==> src/hw/rtl/char_lcd_dirty_refresh_macros.svh <==
// ----------------------------------------------------------------------------
// char_lcd_dirty_refresh_macros.svh
// Assertion helpers used by the character LCD refresh sequencer.
// ----------------------------------------------------------------------------
`ifndef CHAR_LCD_DIRTY_REFRESH_MACROS_SVH
`define CHAR_LCD_DIRTY_REFRESH_MACROS_SVH

// Check that a consequence holds in the same cycle as its antecedent
`define CLDR_ASSERT_SAME(label, ante, cons, msg) \
    label: assert property (@(posedge clk) disable iff (!rst_n) (ante) |-> (cons)) \
        else $error(msg);

// Check that a consequence holds in the cycle after its antecedent
`define CLDR_ASSERT_NEXT(label, ante, cons, msg) \
    label: assert property (@(posedge clk) disable iff (!rst_n) (ante) |=> (cons)) \
        else $error(msg);

`endif

==> src/hw/rtl/cldr_pkg.sv <==
// ----------------------------------------------------------------------------
// cldr_pkg
// Shared types, codes, reset values and init tables of the LCD refresh block.
// ----------------------------------------------------------------------------
package cldr_pkg;

    // Default geometry: two rows of sixteen cells
    localparam int CELL_COUNT_DEF = 32;
    localparam int ROW_LENGTH_DEF = 16;

    // Input operation codes
    localparam logic [1:0] OP_WRITE = 2'd0;
    localparam logic [1:0] OP_CLEAR = 2'd1;
    localparam logic [1:0] OP_TICK  = 2'd2;

    // Configuration register indexes
    localparam logic [2:0] CFG_ENABLE_PULSE = 3'd0;
    localparam logic [2:0] CFG_CHAR_SETTLE  = 3'd1;
    localparam logic [2:0] CFG_CLEAR_SETTLE = 3'd2;
    localparam logic [2:0] CFG_POWER_WAIT   = 3'd3;
    localparam logic [2:0] CFG_INIT_FIRST   = 3'd4;

    // Configuration reset values
    localparam logic [7:0]  ENABLE_PULSE_RST = 8'd1;
    localparam logic [15:0] CHAR_SETTLE_RST  = 16'd20;
    localparam logic [15:0] CLEAR_SETTLE_RST = 16'd1000;
    localparam logic [16:0] POWER_WAIT_RST   = 17'd100000;
    localparam logic [15:0] INIT_FIRST_RST   = 16'd4100;

    // Sequencer phases: power-on wait, init nibbles 1..14, idle, byte halves
    localparam logic [4:0] PH_POWER     = 5'd0;
    localparam logic [4:0] PH_INIT_FIRST = 5'd1;
    localparam logic [4:0] PH_INIT_LAST = 5'd14;
    localparam logic [4:0] PH_IDLE      = 5'd15;
    localparam logic [4:0] PH_HIGH      = 5'd16;
    localparam logic [4:0] PH_LOW       = 5'd17;

    // Timer limits and fixed settle times
    localparam logic [16:0] COUNT_MAX       = 17'h1FFFF;
    localparam logic [16:0] SHORT_SETTLE_US = 17'd1;
    localparam logic [16:0] LONG_SETTLE_US  = 17'd100;

    // Byte codes that the sequencer treats specially
    localparam logic [8:0] BYTE_CLEAR_DISPLAY = 9'h001;
    localparam logic [1:0] SET_ADDRESS_TOP    = 2'b01;

    // Item kinds after classification
    typedef enum logic [1:0] {
        KIND_NONE,
        KIND_WRITE,
        KIND_CLEAR,
        KIND_TICK
    } cldr_kind_t;

    typedef struct packed {
        cldr_kind_t  kind;
        logic [4:0]  position;
        logic [7:0]  char_code;
    } cldr_item_t;

    // Timing configuration as seen by the sequencer
    typedef struct packed {
        logic [7:0]  enable_pulse_us;
        logic [15:0] char_settle_us;
        logic [15:0] clear_settle_us;
        logic [16:0] power_on_wait_us;
        logic [15:0] init_first_wait_us;
    } cldr_cfg_t;

    // Settle classes of the init nibbles
    typedef enum logic [1:0] {
        SETTLE_SHORT,
        SETTLE_LONG,
        SETTLE_FIRST,
        SETTLE_CLEAR
    } cldr_settle_t;

    // Init nibbles: 3,3,3,2 then 0x28, 0x08, 0x01, 0x06, 0x0C in halves
    function automatic logic [3:0] init_nibble(input logic [3:0] step);
        logic [3:0] nib;
        case (step)
            4'd0:    nib = 4'h3;
            4'd1:    nib = 4'h3;
            4'd2:    nib = 4'h3;
            4'd3:    nib = 4'h2;
            4'd4:    nib = 4'h2;
            4'd5:    nib = 4'h8;
            4'd6:    nib = 4'h0;
            4'd7:    nib = 4'h8;
            4'd8:    nib = 4'h0;
            4'd9:    nib = 4'h1;
            4'd10:   nib = 4'h0;
            4'd11:   nib = 4'h6;
            4'd12:   nib = 4'h0;
            4'd13:   nib = 4'hC;
            default: nib = 4'h0;
        endcase
        return nib;
    endfunction

    // Settle class after each init nibble
    function automatic cldr_settle_t init_settle(input logic [3:0] step);
        cldr_settle_t s;
        case (step)
            4'd0:    s = SETTLE_FIRST;
            4'd1:    s = SETTLE_LONG;
            4'd2:    s = SETTLE_LONG;
            4'd3:    s = SETTLE_LONG;
            4'd4:    s = SETTLE_SHORT;
            4'd5:    s = SETTLE_LONG;
            4'd6:    s = SETTLE_SHORT;
            4'd7:    s = SETTLE_LONG;
            4'd8:    s = SETTLE_SHORT;
            4'd9:    s = SETTLE_CLEAR;
            4'd10:   s = SETTLE_SHORT;
            4'd11:   s = SETTLE_LONG;
            4'd12:   s = SETTLE_SHORT;
            4'd13:   s = SETTLE_LONG;
            default: s = SETTLE_SHORT;
        endcase
        return s;
    endfunction

endpackage

==> src/hw/rtl/cldr_front.sv <==
// ----------------------------------------------------------------------------
// cldr_front
// Input stage: accepts items, classifies the operation and range-checks the
// cell position, then hands the item to the queue.
// ----------------------------------------------------------------------------
module cldr_front #(
    parameter int CELL_COUNT = cldr_pkg::CELL_COUNT_DEF
) (
    input  logic               clk,
    input  logic               rst_n,
    input  logic               in_valid,
    output logic               in_stall,
    input  logic [1:0]         op,
    input  logic [4:0]         position,
    input  logic [7:0]         char_code,
    input  logic               q_full,
    output logic               q_push,
    output cldr_pkg::cldr_item_t q_item
);

    logic                 f_valid_reg;
    cldr_pkg::cldr_item_t f_item_reg;
    cldr_pkg::cldr_item_t f_item_next;
    logic                 accept;

    // Hold the stage while the queue is full
    assign in_stall = f_valid_reg & q_full;
    assign accept   = in_valid & ~in_stall;
    assign q_push   = f_valid_reg & ~q_full;
    assign q_item   = f_item_reg;

    // Classify the operation; drop writes beyond the last cell
    always_comb
    begin
        f_item_next.position  = position;
        f_item_next.char_code = char_code;
        case (op)
            cldr_pkg::OP_WRITE:
            begin
                if (int'(position) < CELL_COUNT)
                    f_item_next.kind = cldr_pkg::KIND_WRITE;
                else
                    f_item_next.kind = cldr_pkg::KIND_NONE;
            end
            cldr_pkg::OP_CLEAR: f_item_next.kind = cldr_pkg::KIND_CLEAR;
            cldr_pkg::OP_TICK:  f_item_next.kind = cldr_pkg::KIND_TICK;
            default:            f_item_next.kind = cldr_pkg::KIND_NONE;
        endcase
    end

    // Stage valid flag
    always_ff @(posedge clk or negedge rst_n)
    begin
        if (!rst_n)
            f_valid_reg <= 1'b0;
        else if (accept)
            f_valid_reg <= 1'b1;
        else if (q_push)
            f_valid_reg <= 1'b0;
    end

    // Stage payload
    always_ff @(posedge clk)
    begin
        if (accept)
            f_item_reg <= f_item_next;
    end

endmodule

==> src/hw/rtl/cldr_queue.sv <==
// ----------------------------------------------------------------------------
// cldr_queue
// Two-entry item queue between the input stage and the sequencer, so that
// either side can stall without holding up the other.
// ----------------------------------------------------------------------------
module cldr_queue (
    input  logic                 clk,
    input  logic                 rst_n,
    input  logic                 push,
    input  cldr_pkg::cldr_item_t push_item,
    output logic                 full,
    input  logic                 pop,
    output logic                 head_valid,
    output cldr_pkg::cldr_item_t head_item
);

    cldr_pkg::cldr_item_t entry_reg [2];
    logic                 wr_ptr_reg;
    logic                 rd_ptr_reg;
    logic [1:0]           count_reg;
    logic                 do_push;
    logic                 do_pop;

    assign full       = (count_reg == 2'd2);
    assign head_valid = (count_reg != 2'd0);
    assign head_item  = entry_reg[rd_ptr_reg];
    assign do_push    = push & ~full;
    assign do_pop     = pop & head_valid;

    // Advance pointers and fill count
    always_ff @(posedge clk or negedge rst_n)
    begin
        if (!rst_n)
        begin
            wr_ptr_reg <= 1'b0;
            rd_ptr_reg <= 1'b0;
            count_reg  <= 2'd0;
        end
        else
        begin
            if (do_push)
                wr_ptr_reg <= ~wr_ptr_reg;
            if (do_pop)
                rd_ptr_reg <= ~rd_ptr_reg;
            case ({do_push, do_pop})
                2'b10:   count_reg <= count_reg + 2'd1;
                2'b01:   count_reg <= count_reg - 2'd1;
                default: count_reg <= count_reg;
            endcase
        end
    end

    // Store the pushed item
    always_ff @(posedge clk)
    begin
        if (do_push)
            entry_reg[wr_ptr_reg] <= push_item;
    end

endmodule

==> src/hw/rtl/cldr_back.sv <==
// ----------------------------------------------------------------------------
// cldr_back
// Sequencer: executes one item per cycle when not stalled, against the shadow text,
// dirty flags and LCD bus timer, and registers the pin levels as the result.
// ----------------------------------------------------------------------------
`include "char_lcd_dirty_refresh_macros.svh"

module cldr_back #(
    parameter int CELL_COUNT = cldr_pkg::CELL_COUNT_DEF,
    parameter int ROW_LENGTH = cldr_pkg::ROW_LENGTH_DEF
) (
    input  logic                 clk,
    input  logic                 rst_n,
    input  cldr_pkg::cldr_cfg_t  cfg,
    input  logic                 q_valid,
    input  cldr_pkg::cldr_item_t q_item,
    output logic                 q_pop,
    output logic                 out_valid,
    input  logic                 out_stall,
    output logic [3:0]           data_nibble,
    output logic                 reg_select,
    output logic                 enable_line,
    output logic                 busy_res
);

    localparam int IDX_W     = $clog2(CELL_COUNT);
    localparam int ROW_COUNT = (CELL_COUNT + ROW_LENGTH - 1) / ROW_LENGTH;
    localparam int ROW_W     = $clog2(ROW_COUNT + 1);

    // Execute stage
    logic                 e_valid_reg;
    cldr_pkg::cldr_item_t e_item_reg;
    logic                 e_valid_next;
    cldr_pkg::cldr_item_t e_item_next;
    logic                 e_fire;
    logic                 e_load;
    logic                 out_ready;

    // Sequencer state
    logic [4:0]            phase_reg, phase_next;
    logic [1:0]            ps_reg, ps_next;
    logic [16:0]           wc_reg, wc_next;
    logic [8:0]            cb_reg, cb_next;
    logic [5:0]            pins_reg, pins_next;
    logic [CELL_COUNT-1:0] dirty_reg, dirty_next;
    logic [CELL_COUNT-1:0] cell_valid_reg, cell_valid_next;
    logic                  clear_pending_reg, clear_pending_next;
    logic [IDX_W-1:0]      lcd_addr_reg, lcd_addr_next;
    logic                  addr_known_reg, addr_known_next;
    logic                  busy_next;

    // Shadow text memory with registered read
    logic [7:0]       shadow_mem [CELL_COUNT];
    logic [7:0]       rd_data_reg;
    logic [IDX_W-1:0] rd_addr_reg;
    logic [IDX_W-1:0] ra_addr;
    logic [IDX_W-1:0] first_dirty;
    logic             mem_we;
    logic [7:0]       mem_wdata;
    logic [7:0]       sh_q;

    // Output register
    logic       out_valid_reg;
    logic [3:0] out_nib_reg;
    logic       out_rs_reg;
    logic       out_e_reg;
    logic       out_busy_reg;

    // Address helpers
    logic [ROW_W-1:0] row_v;
    logic [6:0]       col_v;
    logic [6:0]       ddram;
    logic             last_cell;

    // Timer helpers
    logic [16:0] wc_inc;
    logic [16:0] settle;
    logic [16:0] target;
    logic        do_disp;

    assign out_ready = ~out_valid_reg | ~out_stall;
    assign e_fire    = e_valid_reg & out_ready;
    assign e_load    = ~e_valid_reg | e_fire;
    assign q_pop     = e_load & q_valid;

    assign e_valid_next = e_load ? q_valid : e_valid_reg;
    assign e_item_next  = (e_load && q_valid) ? q_item : e_item_reg;

    // Cell value seen by the item in execute; cleared or unwritten cells read zero
    assign sh_q = cell_valid_reg[rd_addr_reg] ? rd_data_reg : 8'd0;

    // DDRAM address of the cell at the read address
    always_comb
    begin
        row_v = '0;
        for (int r = 1; r < ROW_COUNT; r++)
        begin
            if (int'(rd_addr_reg) >= r * ROW_LENGTH)
                row_v = row_v + ROW_W'(1);
        end
        col_v = 7'(int'(rd_addr_reg) - int'(row_v) * ROW_LENGTH);
        ddram = 7'((row_v[0] ? 32'h40 : 32'h00) + int'(row_v >> 1) * ROW_LENGTH
                   + int'(col_v));
    end

    // Flag the last column of a row or the last cell
    always_comb
    begin
        last_cell = (int'(lcd_addr_reg) == CELL_COUNT - 1);
        for (int r = 0; r < ROW_COUNT; r++)
        begin
            if (int'(lcd_addr_reg) == r * ROW_LENGTH + ROW_LENGTH - 1)
                last_cell = 1'b1;
        end
    end

    // Settle time of the nibble that is in flight
    always_comb
    begin
        if (phase_reg >= cldr_pkg::PH_INIT_FIRST && phase_reg <= cldr_pkg::PH_INIT_LAST)
        begin
            case (cldr_pkg::init_settle(4'(phase_reg - cldr_pkg::PH_INIT_FIRST)))
                cldr_pkg::SETTLE_SHORT: settle = cldr_pkg::SHORT_SETTLE_US;
                cldr_pkg::SETTLE_LONG:  settle = cldr_pkg::LONG_SETTLE_US;
                cldr_pkg::SETTLE_FIRST: settle = 17'(cfg.init_first_wait_us);
                cldr_pkg::SETTLE_CLEAR: settle = 17'(cfg.clear_settle_us);
                default:                settle = cldr_pkg::SHORT_SETTLE_US;
            endcase
        end
        else if (phase_reg == cldr_pkg::PH_HIGH)
            settle = cldr_pkg::SHORT_SETTLE_US;
        else if (cb_reg == cldr_pkg::BYTE_CLEAR_DISPLAY)
            settle = 17'(cfg.clear_settle_us);
        else
            settle = 17'(cfg.char_settle_us);
    end

    assign wc_inc = (wc_reg == cldr_pkg::COUNT_MAX) ? wc_reg : wc_reg + 17'd1;
    assign target = (ps_reg < 2'd2) ? 17'(cfg.enable_pulse_us) : settle;

    // Execute one item: buffer update, clear request or timer tick
    always_comb
    begin
        phase_next         = phase_reg;
        ps_next            = ps_reg;
        wc_next            = wc_reg;
        cb_next            = cb_reg;
        pins_next          = pins_reg;
        dirty_next         = dirty_reg;
        cell_valid_next    = cell_valid_reg;
        clear_pending_next = clear_pending_reg;
        lcd_addr_next      = lcd_addr_reg;
        addr_known_next    = addr_known_reg;
        mem_we             = 1'b0;
        mem_wdata          = e_item_reg.char_code;
        do_disp            = 1'b0;

        if (e_fire)
        begin
            case (e_item_reg.kind)
                cldr_pkg::KIND_WRITE:
                begin
                    if (sh_q != e_item_reg.char_code)
                        dirty_next[rd_addr_reg] = 1'b1;
                    cell_valid_next[rd_addr_reg] = 1'b1;
                    mem_we = 1'b1;
                end
                cldr_pkg::KIND_CLEAR:
                begin
                    cell_valid_next    = '0;
                    clear_pending_next = 1'b1;
                end
                cldr_pkg::KIND_TICK:
                begin
                    if (phase_reg == cldr_pkg::PH_IDLE)
                        do_disp = 1'b1;
                    else if (phase_reg == cldr_pkg::PH_POWER)
                    begin
                        wc_next = wc_inc;
                        if (wc_inc >= cfg.power_on_wait_us)
                        begin
                            phase_next = cldr_pkg::PH_INIT_FIRST;
                            pins_next  = {2'b00, cldr_pkg::init_nibble(4'd0)};
                            ps_next    = 2'd0;
                            wc_next    = '0;
                        end
                    end
                    else
                    begin
                        wc_next = wc_inc;
                        if (wc_inc >= target)
                        begin
                            wc_next = '0;
                            case (ps_reg)
                                2'd0:
                                begin
                                    pins_next[5] = 1'b1;
                                    ps_next      = 2'd1;
                                end
                                2'd1:
                                begin
                                    pins_next[5] = 1'b0;
                                    ps_next      = 2'd2;
                                end
                                default:
                                begin
                                    if (phase_reg < cldr_pkg::PH_INIT_LAST)
                                    begin
                                        phase_next = phase_reg + 5'd1;
                                        pins_next  = {2'b00,
                                                      cldr_pkg::init_nibble(4'(phase_reg))};
                                        ps_next    = 2'd0;
                                    end
                                    else if (phase_reg == cldr_pkg::PH_INIT_LAST)
                                    begin
                                        phase_next      = cldr_pkg::PH_IDLE;
                                        lcd_addr_next   = '0;
                                        addr_known_next = 1'b1;
                                        do_disp         = 1'b1;
                                    end
                                    else if (phase_reg == cldr_pkg::PH_HIGH)
                                    begin
                                        phase_next = cldr_pkg::PH_LOW;
                                        pins_next  = {1'b0, cb_reg[8], cb_reg[3:0]};
                                        ps_next    = 2'd0;
                                    end
                                    else
                                    begin
                                        // Track the LCD address counter after the byte
                                        if (cb_reg[8])
                                        begin
                                            if (last_cell)
                                                addr_known_next = 1'b0;
                                            else
                                                lcd_addr_next = lcd_addr_reg + IDX_W'(1);
                                        end
                                        else if (cb_reg == cldr_pkg::BYTE_CLEAR_DISPLAY)
                                        begin
                                            lcd_addr_next   = '0;
                                            addr_known_next = 1'b1;
                                        end
                                        else
                                            addr_known_next = 1'b1;
                                        phase_next = cldr_pkg::PH_IDLE;
                                        do_disp    = 1'b1;
                                    end
                                end
                            endcase
                        end
                    end
                end
                default: ;
            endcase

            // Start the next byte: pending clear first, then the lowest dirty cell
            if (do_disp)
            begin
                if (clear_pending_next || (|dirty_next))
                begin
                    if (clear_pending_next)
                    begin
                        clear_pending_next = 1'b0;
                        cb_next            = cldr_pkg::BYTE_CLEAR_DISPLAY;
                    end
                    else if (addr_known_next && lcd_addr_next == rd_addr_reg)
                    begin
                        dirty_next[rd_addr_reg] = 1'b0;
                        cb_next                 = {1'b1, sh_q};
                    end
                    else
                    begin
                        cb_next         = {cldr_pkg::SET_ADDRESS_TOP, ddram};
                        lcd_addr_next   = rd_addr_reg;
                        addr_known_next = 1'b0;
                    end
                    phase_next = cldr_pkg::PH_HIGH;
                    pins_next  = {1'b0, cb_next[8], cb_next[7:4]};
                    ps_next    = 2'd0;
                    wc_next    = '0;
                end
            end
        end

        busy_next = (phase_next != cldr_pkg::PH_IDLE) | clear_pending_next | (|dirty_next);
    end

    // Find the lowest dirty cell for the next item
    always_comb
    begin
        first_dirty = '0;
        for (int k = CELL_COUNT - 1; k >= 0; k--)
        begin
            if (dirty_next[k])
                first_dirty = IDX_W'(k);
        end
    end

    // Read for the item entering execute: the cell a write targets or a tick may send
    assign ra_addr = (e_item_next.kind == cldr_pkg::KIND_TICK) ? first_dirty
                                                               : IDX_W'(e_item_next.position);

    // Shadow memory write and registered read with write bypass
    always_ff @(posedge clk)
    begin
        if (mem_we)
            shadow_mem[rd_addr_reg] <= mem_wdata;
        if (mem_we && rd_addr_reg == ra_addr)
            rd_data_reg <= mem_wdata;
        else
            rd_data_reg <= shadow_mem[ra_addr];
        rd_addr_reg <= ra_addr;
    end

    // Execute stage and sequencer state
    always_ff @(posedge clk or negedge rst_n)
    begin
        if (!rst_n)
        begin
            e_valid_reg       <= 1'b0;
            phase_reg         <= cldr_pkg::PH_POWER;
            ps_reg            <= 2'd0;
            wc_reg            <= '0;
            cb_reg            <= '0;
            pins_reg          <= '0;
            dirty_reg         <= '0;
            cell_valid_reg    <= '0;
            clear_pending_reg <= 1'b0;
            lcd_addr_reg      <= '0;
            addr_known_reg    <= 1'b0;
            out_valid_reg     <= 1'b0;
        end
        else
        begin
            e_valid_reg       <= e_valid_next;
            phase_reg         <= phase_next;
            ps_reg            <= ps_next;
            wc_reg            <= wc_next;
            cb_reg            <= cb_next;
            pins_reg          <= pins_next;
            dirty_reg         <= dirty_next;
            cell_valid_reg    <= cell_valid_next;
            clear_pending_reg <= clear_pending_next;
            lcd_addr_reg      <= lcd_addr_next;
            addr_known_reg    <= addr_known_next;
            if (e_fire)
                out_valid_reg <= 1'b1;
            else if (!out_stall)
                out_valid_reg <= 1'b0;
        end
    end

    // Item in execute and result payload
    always_ff @(posedge clk)
    begin
        e_item_reg <= e_item_next;
        if (e_fire)
        begin
            out_nib_reg  <= pins_next[3:0];
            out_rs_reg   <= pins_next[4];
            out_e_reg    <= pins_next[5];
            out_busy_reg <= busy_next;
        end
    end

    assign out_valid   = out_valid_reg;
    assign data_nibble = out_nib_reg;
    assign reg_select  = out_rs_reg;
    assign enable_line = out_e_reg;
    assign busy_res    = out_busy_reg;

    // Checks on the sequencer
    `CLDR_ASSERT_SAME(a_pulse_stage_range, 1'b1, ps_reg != 2'd3, "pulse stage out of range")
    `CLDR_ASSERT_SAME(a_idle_enable_low, phase_reg == cldr_pkg::PH_IDLE, !pins_reg[5], "E high while idle")
    `CLDR_ASSERT_NEXT(a_clear_queued, e_fire && e_item_reg.kind == cldr_pkg::KIND_CLEAR, clear_pending_reg, "clear not queued")
    `CLDR_ASSERT_NEXT(a_result_loaded, e_fire, out_valid_reg, "executed item gave no result")

endmodule

==> src/hw/rtl/char_lcd_dirty_refresh.sv <==
// ----------------------------------------------------------------------------
// char_lcd_dirty_refresh
// Shadow-buffered refresh engine for a 4-bit character LCD.
// ----------------------------------------------------------------------------
// Takes one item per clock when not stalled and gives one result per item.
// Each item passes the input stage, queue and execute stage into the output
// register, which holds the result until it is taken. The rate is set by
// the execute stage, which retires one item a cycle unless the output stalls,
// reading the shadow text memory as each item enters it. A flip-flop valid bit
// per cell clears the text, so no clearing pass follows reset.
// Configuration writes are taken at any time and must be made while idle.
module char_lcd_dirty_refresh #(
    parameter int CELL_COUNT = cldr_pkg::CELL_COUNT_DEF,
    parameter int ROW_LENGTH = cldr_pkg::ROW_LENGTH_DEF
) (
    input  logic        clk,
    input  logic        rst_n,
    input  logic        in_valid,
    output logic        in_stall,
    input  logic [1:0]  op,
    input  logic [4:0]  position,
    input  logic [7:0]  char_code,
    output logic        out_valid,
    input  logic        out_stall,
    output logic [3:0]  data_nibble,
    output logic        reg_select,
    output logic        enable_line,
    output logic        busy_res,
    input  logic        cfg_valid,
    output logic        cfg_ready,
    input  logic [2:0]  cfg_index,
    input  logic [16:0] cfg_data
);

    cldr_pkg::cldr_cfg_t  cfg_reg;
    cldr_pkg::cldr_item_t push_item;
    cldr_pkg::cldr_item_t head_item;
    logic                 q_full;
    logic                 q_push;
    logic                 q_pop;
    logic                 head_valid;

    assign cfg_ready = 1'b1;

    // Timing registers
    always_ff @(posedge clk or negedge rst_n)
    begin
        if (!rst_n)
        begin
            cfg_reg.enable_pulse_us    <= cldr_pkg::ENABLE_PULSE_RST;
            cfg_reg.char_settle_us     <= cldr_pkg::CHAR_SETTLE_RST;
            cfg_reg.clear_settle_us    <= cldr_pkg::CLEAR_SETTLE_RST;
            cfg_reg.power_on_wait_us   <= cldr_pkg::POWER_WAIT_RST;
            cfg_reg.init_first_wait_us <= cldr_pkg::INIT_FIRST_RST;
        end
        else if (cfg_valid && cfg_ready)
        begin
            case (cfg_index)
                cldr_pkg::CFG_ENABLE_PULSE: cfg_reg.enable_pulse_us    <= cfg_data[7:0];
                cldr_pkg::CFG_CHAR_SETTLE:  cfg_reg.char_settle_us     <= cfg_data[15:0];
                cldr_pkg::CFG_CLEAR_SETTLE: cfg_reg.clear_settle_us    <= cfg_data[15:0];
                cldr_pkg::CFG_POWER_WAIT:   cfg_reg.power_on_wait_us   <= cfg_data;
                cldr_pkg::CFG_INIT_FIRST:   cfg_reg.init_first_wait_us <= cfg_data[15:0];
                default: ;
            endcase
        end
    end

    cldr_front #(
        .CELL_COUNT (CELL_COUNT)
    ) u_front (
        .clk       (clk),
        .rst_n     (rst_n),
        .in_valid  (in_valid),
        .in_stall  (in_stall),
        .op        (op),
        .position  (position),
        .char_code (char_code),
        .q_full    (q_full),
        .q_push    (q_push),
        .q_item    (push_item)
    );

    cldr_queue u_queue (
        .clk        (clk),
        .rst_n      (rst_n),
        .push       (q_push),
        .push_item  (push_item),
        .full       (q_full),
        .pop        (q_pop),
        .head_valid (head_valid),
        .head_item  (head_item)
    );

    cldr_back #(
        .CELL_COUNT (CELL_COUNT),
        .ROW_LENGTH (ROW_LENGTH)
    ) u_back (
        .clk         (clk),
        .rst_n       (rst_n),
        .cfg         (cfg_reg),
        .q_valid     (head_valid),
        .q_item      (head_item),
        .q_pop       (q_pop),
        .out_valid   (out_valid),
        .out_stall   (out_stall),
        .data_nibble (data_nibble),
        .reg_select  (reg_select),
        .enable_line (enable_line),
        .busy_res    (busy_res)
    );

endmodule

==> config.mk <==
export PLATFORM = sky130hd
export DESIGN_NAME = char_lcd_dirty_refresh
export DESIGN_NICKNAME = d
export VERILOG_FILES = /design/src/hw/rtl/cldr_pkg.sv /design/src/hw/rtl/cldr_front.sv /design/src/hw/rtl/cldr_queue.sv /design/src/hw/rtl/cldr_back.sv /design/src/hw/rtl/char_lcd_dirty_refresh.sv
export VERILOG_INCLUDE_DIRS = /design/src /design/src/hw/rtl
export SDC_FILE = /design/constraint.sdc
export NUM_CORES = 1
export LEC_CHECK = 0
export ABC_CLOCK_PERIOD_IN_PS = 7900
export BUFFER_PORTS_ARGS = -buffer_cell sky130_fd_sc_hd__buf_2
export CORE_ASPECT_RATIO = 1.1
export CORE_MARGIN = 2
export CORE_UTILIZATION = 45
export CTS_CLUSTER_SIZE = 24
export DETAILED_ROUTE_END_ITERATION = 6
export REMOVE_ABC_BUFFERS = 1
export SLEW_MARGIN = 10
export SYNTH_ARGS = -nofsm -noshare
export SYNTH_HDL_FRONTEND = slang
export SYNTH_HIERARCHICAL = 1
export SYNTH_SLANG_ARGS = --single-unit
==> constraint.sdc <==
create_clock -name clk -period 7.9 [get_ports clk]
set_input_delay 0 -clock clk [delete_from_list [all_inputs] [get_ports clk]]
set_output_delay 0 -clock clk [all_outputs]
set_load 0.01 [all_outputs]
Yosys cells after proc, flatten, opt, wreduce, memory -nomap -nowiden
Memory sizes are Yosys's and may differ from the RTL's. A register that Yosys moved wholly into a read port is not among the register bits. Cells that the tools add are included.

Memory bits (writable): 286. Input bits: 40. Register bits: 232. Memories kept: 4. Word-level logic and storage cells: 289. Output and inout port bits: 10. Bits in read-only memories: 96.

Memory list: u_back.shadow_mem (depth 32, bits a word 8, rd ports 1, clocked after Yosys merged registers in 1, wr ports 1, line cldr_back.sv:53) `logic [7:0] shadow_mem [CELL_COUNT];`; (no name shown) (depth 16, bits a word 4, rd ports 1, clocked after Yosys merged registers in 0, wr ports 0, line cldr_pkg.sv:81) `case (step)`; (no name shown) (depth 16, bits a word 2, rd ports 1, clocked after Yosys merged registers in 0, wr ports 0, line cldr_pkg.sv:104) `case (step)`; u_queue.entry_reg (depth 2, bits a word 15, rd ports 1, clocked after Yosys merged registers in 0, wr ports 1, line cldr_queue.sv:17) `cldr_pkg::cldr_item_t entry_reg [2];`.

Bitwise gates (word level): 22. Muxes and demuxes: 161. Order comparisons: 9. Reductions and logical operators: 24. Equal/unequal tests: 28. Add/sub/neg operators: 9.

Operators with widths (count): 2-to-1 mux 5 bit (62); 2-to-1 mux 32 bit (8); 2-to-1 mux 17 bit (11); case mux 17 bit (4 select lines) (1); 2-to-1 mux 6 bit (11); bitwise OR 32 bit (2); case mux 32 bit (2 select lines) (1); OR reduction 32 bit (2); 2-to-1 mux 1 bit (44); >= comparator 17 bit (2); AND 32 bit (1); NOT 32 bit (1); 2-to-1 mux 2 bit (11); 2-to-1 mux 9 bit (2); adder 17 x 1 -> 17 bit (second input constant) (1); equality test 17 bit (second input constant) (1); equality test 2 bit (second input constant) (8); 2-to-1 mux 16 bit (1); 2-to-1 mux 15 bit (1); AND reduction 2 bit (6); adder 5 x 1 -> 5 bit (second input constant) (2); equality test 2 x 1 -> 1 bit (second input constant) (5); equality test 5 x 4 -> 1 bit (second input constant) (2); equality test 5 bit (second input constant) (2); 39 further kinds (65).

Longest topological paths before layout
Gate-level depths: netlist (run 1).

Depth after elaboration: 54. Gate-level depth with buffers: 29. Depth with buffers taken out: 26.

Modules after synthesis
Netlist (run 1), hierarchy kept.

Modules (own cells, without submodules): cldr_back (area an instance 20159.3 um2, cells each 1767, sequential area each 11180.7 um2, instances 1); char_lcd_dirty_refresh (area an instance 2864.0 um2, cells each 160, sequential area each 1848.0 um2, instances 1); cldr_queue (area an instance 1291.2 um2, cells each 65, sequential area each 1001.0 um2, instances 1); cldr_front (area an instance 558.0 um2, cells each 26, sequential area each 475.5 um2, instances 1).

Worst setup path after synthesis (run 1)
OpenSTA, ideal clock, no wires.

Path kind: register to register. Start point: reg u_back.phase_reg[0]. End point: reg u_back.out_nib_reg[2] (netlist: u_back/data_nibble[2]), data pin. Stages on the path, launching flop included: 27. Data required time: 7622 ps. Setup slack: 1869 ps. Arrival: 5753 ps. Library setup time: 278 ps. Path buffers: 5. Period minus slack after synthesis: 6031 ps. Cells stage by stage: dfrtp_1 > inv_1 > ha_1 > inv_1 > ha_1 > mux2i_1 > clkbuf_1 > mux2i_1 > o22ai_1 > nand2_1 > ha_1 > nand2_1 > or3_1 > o41a_1 > and2_1 > buf_6 > a21boi_4 > o2111ai_1 > nor4_2 > and3_1 > buf_6 > buf_2 > buf_2 > nor2_1 > a31o_2 > a31oi_1 > o21ai_0.

Word-level cells in the longest chain between the ends: 20. Elaborated cells between the ends (all ways): 63. Classes of those cells: add/sub: 1; order compare: 4; eq/ne: 7; mux: 45; reduce/logical: 4; memory: 2.

Ends and longest elaborated chain: start, declared (line cldr_back.sv:40) `logic [4:0] phase_reg, phase_next;`; start signal, assigned (line cldr_back.sv:320) `phase_reg <= cldr_pkg::PH_POWER;`; start signal, assigned (line cldr_back.sv:335) `phase_reg <= phase_next;`; subtractor 4 x 1 -> 4 bit (line cldr_back.sv:122) `case (cldr_pkg::init_settle(4'(phase_reg - cldr_pkg::PH_INIT_FIRST)))`; memory read (16 x 2 bit); 2-to-1 mux 2 bit (line cldr_back.sv:120) `if (phase_reg >= cldr_pkg::PH_INIT_FIRST && phase_reg <= cldr_pkg::PH_INIT_LAST)`; equality test 2 bit, or another cell as far along (line cldr_back.sv:122); case mux 17 bit (4 select lines) (line cldr_back.sv:122); 2-to-1 mux 17 bit (line cldr_back.sv:120); 2-to-1 mux 17 bit (line cldr_back.sv:139) `assign target = (ps_reg < 2'd2) ? 17'(cfg.enable_pulse_us) : settle;`; >= comparator 17 bit (line cldr_back.sv:191) `if (wc_inc >= target)`; [5 not listed]; equality test 5 bit (line cldr_back.sv:265) `else if (addr_known_next && lcd_addr_next == rd_addr_reg)`; logical AND 1 bit (line cldr_back.sv:265); 2-to-1 mux 9 bit (line cldr_back.sv:265); 2-to-1 mux 9 bit (line cldr_back.sv:260) `if (clear_pending_next)`; 2-to-1 mux 6 bit (line cldr_back.sv:258) `if (clear_pending_next || (|dirty_next))`; 2-to-1 mux 6 bit (*) (line cldr_back.sv:256) `if (do_disp)`; 2-to-1 mux 6 bit (*) (line cldr_back.sv:158) `if (e_fire)`; via u_back.pins_next[2] (line cldr_back.sv:44) `logic [5:0] pins_reg, pins_next;`; end signal, assigned (line cldr_back.sv:358) `out_nib_reg <= pins_next[3:0];`; end, declared (line cldr_back.sv:64) `logic [3:0] out_nib_reg;`.

The timed path passes the listed nets; every way through them passes the cells marked *. The select of a mux whose other input is x is not followed. A chain may end at the register's enable or synchronous reset.

Final worst setup path (run 1)
Start point: reg u_back.wc_reg[0]. End point: reg u_back.rd_addr_reg[0].

Elaborated cells between the ends (all ways): 59. Classes of those cells: add/sub: 1; order compare: 1; eq/ne: 2; mux: 54; reduce/logical: 1.

RTL lines: start, declared (line cldr_back.sv:42) `logic [16:0] wc_reg, wc_next;`; start signal, assigned (line cldr_back.sv:337) `wc_reg <= wc_next;`; adder 17 x 1 -> 17 bit / equality test 17 bit (equally long branches) (line cldr_back.sv:138) `assign wc_inc = (wc_reg == cldr_pkg::COUNT_MAX) ? wc_reg : wc_reg + 17'd1;`; 2-to-1 mux 17 bit (*) (line cldr_back.sv:138); >= comparator 17 bit (*) (line cldr_back.sv:191); 2-to-1 mux 5 bit (line cldr_back.sv:191); 2-to-1 mux 5 bit (line cldr_back.sv:177) `else if (phase_reg == cldr_pkg::PH_POWER)`; 2-to-1 mux 5 bit (line cldr_back.sv:175) `if (phase_reg == cldr_pkg::PH_IDLE)`; 2-to-1 mux 5 bit (line cldr_back.sv:160) `case (e_item_reg.kind)`; 2-to-1 mux 5 bit (line cldr_back.sv:158); [3 not listed]; 2-to-1 mux 32 bit (line cldr_back.sv:260); 2-to-1 mux 32 bit (line cldr_back.sv:258); 2-to-1 mux 32 bit (*) (line cldr_back.sv:256); 2-to-1 mux 32 bit (*) (line cldr_back.sv:158); via u_back.dirty_next[17] (line cldr_back.sv:45) `logic [CELL_COUNT-1:0] dirty_reg, dirty_next;`; 2-to-1 mux 5 bit (*) (18 in a row) (line cldr_back.sv:293) `if (dirty_next[k])`; 2-to-1 mux 5 bit (*) (line cldr_back.sv:299) `assign ra_addr = (e_item_next.kind == cldr_pkg::KIND_TICK) ? first_dirty`; via u_back.ra_addr[0] (line cldr_back.sv:56) `logic [IDX_W-1:0] ra_addr;`; end signal, assigned (line cldr_back.sv:311) `rd_addr_reg <= ra_addr;`; end, declared (line cldr_back.sv:55) `logic [IDX_W-1:0] rd_addr_reg;`.

Marked as above.

==> results of run 1 <==
[report_power, final]
part           switching, µW  internal (µW)  leakage (µW)
combinational           2330           1220       0.00436
sequential               336           3530       0.00536
clock                   1070           1470      0.000856
[cell usage after synthesis, types with 38 or more instances]
master | number | area share
inv_1 | 57 | 0.0086
nor3_1 | 47 | 0.0095
a21oi_1 | 128 | 0.026
o21ai_0 | 72 | 0.014
edfxtp_1 | 316 | 0.38
clkbuf_1 | 38 | 0.0057
o22ai_1 | 79 | 0.020
mux2_2 | 73 | 0.033
ha_1 | 54 | 0.027
mux2i_1 | 176 | 0.071
nand2_1 | 146 | 0.022
dfrtp_1 | 173 | 0.17
nor2_1 | 144 | 0.022
[per-stage QoR]
step	cells	utilization	worst slack, ns
CTS	2887	0.513	0.463
global route	2887	0.513	0.0807
finish	2887	0.513	0.532
global placement	2748	0.473	0.673
floorplan	1912	-	-1.41
detailed placement	2748	0.473	0.509
[area by class of cell]
type / instances / area (µm²)
repair buffers: 140 / 1060
clock buffers: 79 / 1520
clock inverters: 20 / 248
well taps: 736 / 921
inverters: 58 / 218
multi-input cells: 1336 / 9610
fillers: 4817 / 26600
flip-flops and latches: 518 / 14500
[cell usage in the layout, fill, tap and decap left out, types with 40 or more instances in the layout]
master           n
edfxtp_1       316
dfrtp_1        173
a21oi_1        128
buf_2           47
dlygate4sd3_1   40
buf_4           50
nand2_1        146
ha_1            54
o21ai_0         72
inv_1           57
mux2i_1        175
clkbuf_16       55
mux2_2          73
nor2_1         143
o22ai_1         79
[worst register-to-register path, stage by stage, from the launching register on]
cell and delay [ns]:
dfrtp_1 0.44, ha_1 0.31, nand2_1 0.11, nor3_2 0.07, nand3_1 0.28, nand4_1 0.35
nor3_1 0.51, and3_1 0.31, nand3_1 0.21, xnor2_1 0.22, ha_1 0.31, nand2_1 0.07
or3_1 0.41, o41a_1 0.47, and2_1 0.23, a21boi_4 0.34, o2111ai_1 0.20, nor4_2 0.31
and3_1 0.59, a31oi_1 0.32, a2111oi_1 0.59, o211ai_1 0.17, o31ai_1 0.32, a21oi_1 0.11
[path summary, 6_finish.rpt]
path	end	slack, ns
setup / recovery	u_back/rd_addr_reg[0]	0.53
hold / removal	cfg_reg[50]	-0.02
setup reg to reg	u_back/rd_addr_reg[0]	0.53
hold reg to reg	u_queue/entry_reg[1][8]	0.44
max in group asynchronous	u_back/cell_valid_reg[13]	6.59
min in group clk	u_front/q_item[10]	0.09
[what timing repair did]
action | 4_1_cts | 5_1_grt
setup endpoints to repair | 0 | 1
endpoints found under the hold margin | 186 | 0
hold buffers | 40 | 0
gates resized for setup | 0 | 2
[cell families after synthesis]
family,share of synthesized area
compound gates,0.124
buf+inv,0.0344
mux,0.115
flops,0.583
simple gates,0.108
xor+xnor,0.00775
other cells,0.000151
fa+ha+maj,0.0272
[routing by layer]
layer	up-vias	wire length [µm]	GRT usage
met2	651	31900	0.384
li1	7864	-	-
met5	-	0	0
met3	134	4120	0.0331
met4	0	1740	0.0646
met1	8697	29600	0.327
==> flow_summary.toml, run 1 <==
[worst_setup_path]
cpMaxStageDelayCell = "and3_1"
cp_num_buf_inv = 0
critical_path_class = "reg2reg"
critical_path_required_ns = 8.39
cp-startpoint = "u_back/wc_reg[0]"
worstPathMaxFanout = 13
end_kind = "register"
worst-path-stages = 23
reg2reg_depth = 23
reg2reg_from = "u_back/wc_reg[0]"
cp-start-kind = "register"
cpPeakStageDelay_ns = 0.59
cp_cell_sequence = "ha_1, nand2_1, nor3_2, nand3_1, nand4_1, nor3_1, and3_1, nand3_1, xnor2_1, ha_1, nand2_1, or3_1, o41a_1, and2_1, a21boi_4, o2111ai_1, nor4_2, and3_1, a31oi_1, a2111oi_1, o211ai_1, o31ai_1, a21oi_1"
crit_arrival_ns = 7.86
critPathTopFamily = "simple AND/OR/NAND/NOR gates"

[timing]
min_period_ns = 7.37
hold_viol = 12
slew_viol_final = 0
relSlewSlack = 0.208
period_share = 0.933
rsz0062_at_grt = "no"
worst_pin_slew_ns = 1.19
setup_viol = 0
tns_ns = 0
skew_ns = 0.0289
holdWs_ns = -0.0160
fmax_mhz = 136

[synthesis]
synth_flop_cell = "edfxtp_1"
postSynthAreaPerCell_um2 = 12.3
ys_seq_elements = 518
yosysWarnings = 6
synth_area_mm2 = 0.0249
syn_inst = 2018
netlist-cell-type-count = 105
async_flop_share = 0.367
synth_edf_count = 316
yosysSeqAreaShare = 0.583

[run_status]
violations = "hold timing"
outcome = "finished with violations"

[global_routing]
grt_pass1_wl_mm = 104
grt_use_total = 0.234
antenna_found_initial = 0
grt.overflow.total = 0
grt_pass1_vias = 17072
grt_max_degree = 83

[pwr]
ir_drop_mv = 0.227
power_uw = 9950
power_leakage_uw = 0.0106
power.density_mw_per_mm2 = 354

[clock_tree]
cts_setup_buffers = 0
cts_max_level = 2
root_buffer = "clkbuf_16"
clockBufferDepth = 3
clk_latency_ns = 0.62
clock_sinks = 518
cts_buffers = 53
cts_tree = "yes"
clkTransAtPathRegs_ns = 0.07

[finish]
n_antenna_cell = 0
post_route_cells_drive_above_1_share = 0.158
nNetsFinal = 2201
finalInstanceArea_mm2 = 0.0281
largest_register_ffs = 256
area_growth_pct = 12.9

[worst_hold_path]
hold_path.class = "in2async"

[detailed_routing]
drt_first_pass_iters = 7
vias_per_cell = 6.01
drt_iter0_drc = 1544
wire_per_inst_um = 23.3
drc = 0
antenna_left = 0
wl_mm = 67.4
vias = 17346

[placement]
place_area_mm2 = 0.0259
dpl.hpwl_mm = 45.7
gp_congestion = 0.942
io_buffer_count = 48

[die]
start_util = 0.454
die_w_um = 228
ios = 50
row_count = 90
die_y_um = 251
coreArea_mm2 = 0.0547
die_area_mm2 = 0.0572

[flow_run]
cap_violations = 0
(Power assumes the default switching activity.)
==> inputs of run 2 (changes only) <==
--- a/config.mk
+++ b/config.mk
@@ -10,9 +10,10 @@
 export BUFFER_PORTS_ARGS = -buffer_cell sky130_fd_sc_hd__buf_2
 export CORE_ASPECT_RATIO = 1.1
 export CORE_MARGIN = 2
-export CORE_UTILIZATION = 45
+export CORE_UTILIZATION = 60
 export CTS_CLUSTER_SIZE = 24
 export DETAILED_ROUTE_END_ITERATION = 6
+export PLACE_DENSITY = 0.77
 export REMOVE_ABC_BUFFERS = 1
 export SLEW_MARGIN = 10
 export SYNTH_ARGS = -nofsm -noshare
==> flow_summary.toml, run 2 (synthesis results as in run 1) <==
[detailed_routing]
met1Wirelength_mm = 25.8
met3_length_mm = 5.63
drc = 0
drt_iter0_drc = 1832
top_layer = "met4"
dr_wl_met2_mm = 30.1
antenna_left = 0
drt_first_pass_iters = 6
wl_mm = 63.6
vias = 17255
wire_per_inst_um = 23.6
vias_per_cell = 6.40

[worst_setup_path]
reg2reg_depth = 23
cp-startpoint = "u_back/wc_reg[0]"
crit_arrival_ns = 7.68
rrSetupSlack_ns = 0.69
critical_path_class = "reg2reg"
reg2reg_from = "u_back/wc_reg[0]"
worstPathMaxFanout = 38
end_kind = "register"
rr_endpoint = "u_back/rd_addr_reg[2]"
critPathCapture = "u_back/rd_addr_reg[2]"
cp-start-kind = "register"
critical_path_required_ns = 8.37

[die]
row_count = 78
coreArea_mm2 = 0.0411
die_w_um = 198
start_util = 0.605
die_area_mm2 = 0.0431
die_y_um = 218
ios = 50

[finish]
final_common_cell = "edfxtp_1"
fill_cells = 2972
post_route_cells_drive_above_1_share = 0.158
n_antenna_cell = 0
register_area_mm2 = 0.0145
area_growth_pct = 11.4
largest_register_ffs = 256
nNetsFinal = 2190
instances_no_fill = 2698
multi_input_area_mm2 = 0.00961
layout_common_cells = "edfxtp_1 (316), mux2i_1 (175), dfrtp_1 (173), nand2_1 (146), nor2_1 (142)"
fin_util = 0.675

[placement]
place_inst = 2563
pre_cts_slack_ns = 0.885
dpl.hpwl_mm = 42.2
gp_congestion = 0.958
io_buffer_count = 48

[global_routing]
grt_use_total = 0.299
antenna_found_initial = 1
grt_pass1_wl_mm = 97.9
grt_pass1_vias = 16861
grt_max_degree = 125
grt.overflow.total = 0

[worst_hold_path]
hold_path.class = "in2reg"

[timing]
skew_ns = 0.0271
rsz0062_at_grt = "no"
period_share = 0.913
tns_ns = 0
hold_viol = 0
worst_pin_slew_ns = 1.27
setup_viol = 0
relSlewSlack = 0.151
slew_viol_final = 0
min_period_ns = 7.21
fmax_mhz = 139
timing.final.ws_setup_ns = 0.689

[clock_tree]
clkTransAtPathRegs_ns = 0.07
clock_sinks = 518
cts_tree = "yes"
cts_max_level = 2
ctsHoldBuffers = 40
cts_buffers = 51
cts_setup_buffers = 0
clk_latency_ns = 0.60
root_buffer = "clkbuf_16"
clockBufferDepth = 3
post_cts_resized = 0

[pwr]
power_leakage_uw = 0.0105
power_uw = 9780
power.density_mw_per_mm2 = 353
ir_drop_mv = 0.234

[run_status]
outcome = "finished clean"

[flow_run]
cap_violations = 0
==> run 2: cell count changes in the layout (fill, tap and decap cells not counted), sizes merged <==
cell / previous run / this run
clkbuf: 80 / 65
clkinvlp: 1 / 6
inv: 58 / 62
buf: 99 / 90
clkinv: 15 / 17
==> run 2: cell type report <==
class,instances,area share
clock buffers,64,0.0496
clock inverters,31,0.0107
inverters,58,0.00786
multi-input cells,1336,0.347
flip-flops and latches,518,0.524
well taps,560,0.0253
repair buffers,131,0.0364
==> run 2: per-layer routing <==
| metal | GRT usage | vias up |
|---|---|---|
| met3 | 0.0656 | 125 |
| met5 | 0 | - |
| met4 | 0.102 | 0 |
| met1 | 0.404 | 8468 |
| met2 | 0.483 | 814 |
| li1 | - | 7848 |
==> run 2: metrics by stage <==
stage          hold slack, ns  cell area [µm²]
6_report                0.114            27700
5_1_grt                 0.105            27700
2_1_floorplan          -0.296            24200
3_5_place_dp            0.178            25600
4_1_cts                0.0905            27700
3_3_place_gp            0.176            25600
==> run 2: worst min-delay path by stage <==
stage	startpoint	cells after the start	slack [ns]	to
after floorplan	rst_n	0	-0.30	cfg_reg[0]
after detailed placement	position[4]	1	0.18	u_front/q_item[12]
after CTS	position[4]	2	0.09	u_front/q_item[12]
after global placement	char_code[3]	1	0.18	u_front/q_item[3]
after global routing	char_code[0]	2	0.11	u_front/q_item[0]
final	position[4]	2	0.11	u_front/q_item[12]
==> run 2: worst max-delay path, stage by stage, from the launching register on <==
cell,delay [ns]
dfrtp_1,0.45
ha_1,0.30
nand2_1,0.10
nor3_2,0.07
nand3_1,0.27
nand4_1,0.29
nor3_1,0.44
and3_1,0.30
nand3_1,0.20
xnor2_1,0.20
ha_1,0.30
nand2_1,0.07
or3_1,0.40
o41a_1,0.48
and2_1,0.23
a21boi_4,0.32
a21oi_1,0.14
and4b_1,0.28
o21a_2,0.70
nand2_1,0.40
o22ai_1,0.44
o2111ai_1,0.21
a311oi_1,0.33
o2bb2ai_1,0.12
==> run 2: where the power goes <==
| part | switching (µW) | internal, µW |
|---|---|---|
| registers | 361 | 3530 |
| logic | 2250 | 1220 |
| clock network | 1050 | 1380 |
| total | 3660 | 6120 |
==> inputs of run 3 (changes only) <==
--- a/config.mk
+++ b/config.mk
@@ -14,6 +14,7 @@
 export CTS_CLUSTER_SIZE = 24
 export DETAILED_ROUTE_END_ITERATION = 6
 export PLACE_DENSITY = 0.77
+export RECOVER_POWER = 25
 export REMOVE_ABC_BUFFERS = 1
 export SLEW_MARGIN = 10
 export SYNTH_ARGS = -nofsm -noshare
==> flow_summary.toml, run 3 (synthesis results as in run 1) <==
[placement]
dpl.hpwl_mm = 42.2
gp_congestion = 0.958
io_buffer_count = 48
place_area_mm2 = 0.0256
pre_cts_slack_ns = 0.885

[worst_setup_path]
cp_cell_sequence = "ha_1, nand2_1, nor3_2, nand3_1, nand4_1, nor3_1, and3_1, nand3_1, xnor2_1, ha_1, nand2_1, or3_1, o41a_1, and2_1, a21boi_4, a21oi_1, and4b_1, o21a_2, nand2_1, o22ai_1, o2111ai_1, a311oi_1, o2bb2ai_1"
cpPeakStageDelay_ns = 0.69
crit_arrival_ns = 7.68
critical_path_class = "reg2reg"
cpMaxStageDelayCell = "o21a_2"
crit_path_frequent_cell = "nand2_1"
worstPathMaxFanout = 38
cp_num_buf_inv = 0
end_kind = "register"
critPathTopFamily = "simple AND/OR/NAND/NOR gates"
cp-start-kind = "register"
critical_path_required_ns = 8.37

[global_routing]
grt_pass1_vias = 16861
grt.overflow.total = 0
antenna_found_initial = 1
grt_use_total = 0.299
grt_max_degree = 125
grt_pass1_wl_mm = 97.9

[timing]
fmax_mhz = 139
timing.final.ws_setup_ns = 0.690
slew_viol_final = 414
setup_viol = 0
period_share = 0.913
rsz0062_at_grt = "no"
skew_ns = 0.0262
hold_viol = 0
relSlewSlack = -3.55
tns_ns = 0
min_period_ns = 7.21
worst_pin_slew_ns = 6.82

[detailed_routing]
antenna_left = 0
wl_mm = 63.5
drt_iter0_drc = 1855
drt_first_pass_iters = 6
vias_per_cell = 6.42
wire_per_inst_um = 23.5
vias = 17316
drc = 0

[die]
die_area_mm2 = 0.0431
start_util = 0.605
row_count = 78
die_y_um = 218
coreArea_mm2 = 0.0411
die_w_um = 198
ios = 50

[pwr]
power_leakage_uw = 0.0104
ir_drop_mv = 0.234
power.density_mw_per_mm2 = 354
power_uw = 9790

[finish]
final_common_cell = "edfxtp_1"
n_antenna_cell = 0
nNetsFinal = 2190
area_growth_pct = 11.3
layout_common_cells = "edfxtp_1 (316), mux2i_1 (175), dfrtp_1 (173), nand2_1 (146), nor2_1 (142)"
finalInstanceArea_mm2 = 0.0277
post_route_cells_drive_above_1_share = 0.153
largest_register_ffs = 256

[clock_tree]
clk_latency_ns = 0.60
cts_tree = "yes"
cts_buffers = 51
cts_setup_buffers = 0
root_buffer = "clkbuf_16"
clock_sinks = 518
clkTransAtPathRegs_ns = 0.07
cts_max_level = 2
clockBufferDepth = 3

[run_status]
outcome = "finished with violations"
violations = "capacitance limit, slew limit"

[flow_run]
cap_violations = 9

[worst_hold_path]
hold_path.class = "in2reg"
[run 3: cell types whose count changed in the layout (fill, tap and decap cells not counted)]
cell and delta:
clkbuf_1 +11, buf_4 -8, buf_2 -2, clkbuf_8 -1
or2_0 +1, or2_1 -1
[run 3: timing repair]
| action | 4_1_cts | 5_1_grt |
|---|---|---|
| resized for setup | 0 | 0 |
| hold buffers | 40 | 0 |
| setup endpoints to repair | 0 | 0 |
| endpoints found under the hold margin | 212 | 0 |
[run 3: cell type report]
class | instances | area, µm²
multi-input cells | 1336 | 9610
flip-flops and latches | 518 | 14500
clock inverters | 31 | 295
fillers | 2978 | 13400
well taps | 560 | 701
repair buffers | 131 | 967
clock buffers | 64 | 1380
inverters | 58 | 218
[run 3: metal layers]
layer	vias to the layer above	part of all wire	track usage
li1	7857	-	-
met1	8488	0.41	0.404
met2	822	0.47	0.483
met3	149	0.084	0.0656
met4	0	0.033	0.102
met5	-	0	0
[run 3: through the flow]
stage	util	instances	hold slack (ns)
6_report	0.673	2698	0.113
5_1_grt	0.673	2698	0.105
4_1_cts	0.674	2698	0.0905
3_5_place_dp	0.624	2563	0.178
3_3_place_gp	0.624	2563	0.176
2_1_floorplan	-	1912	-0.296
[run 3: worst paths after layout]
check,from,endpoint,slack [ns],cells after the start
max,u_back/wc_reg[0],u_back/rd_addr_reg[2],0.69,23
min,position[4],u_front/q_item[12],0.11,2
max reg2reg,u_back/wc_reg[0],u_back/rd_addr_reg[2],0.69,23
min reg2reg,u_front/q_item[8],u_queue/entry_reg[1][8],0.44,0
max in group asynchronous,rst_n,u_back/dirty_reg[23],1.52,2
min in group asynchronous,rst_n,cfg_reg[3],2.55,2
[run 3: report_power, final]
| group | total, µW | internal, µW | leakage [µW] | switching, µW |
|---|---|---|---|---|
| clock | 2420 | 1380 | 0.000812 | 1050 |
| combinational | 3460 | 1200 | 0.00427 | 2260 |
| sequential | 3910 | 3550 | 0.00536 | 362 |
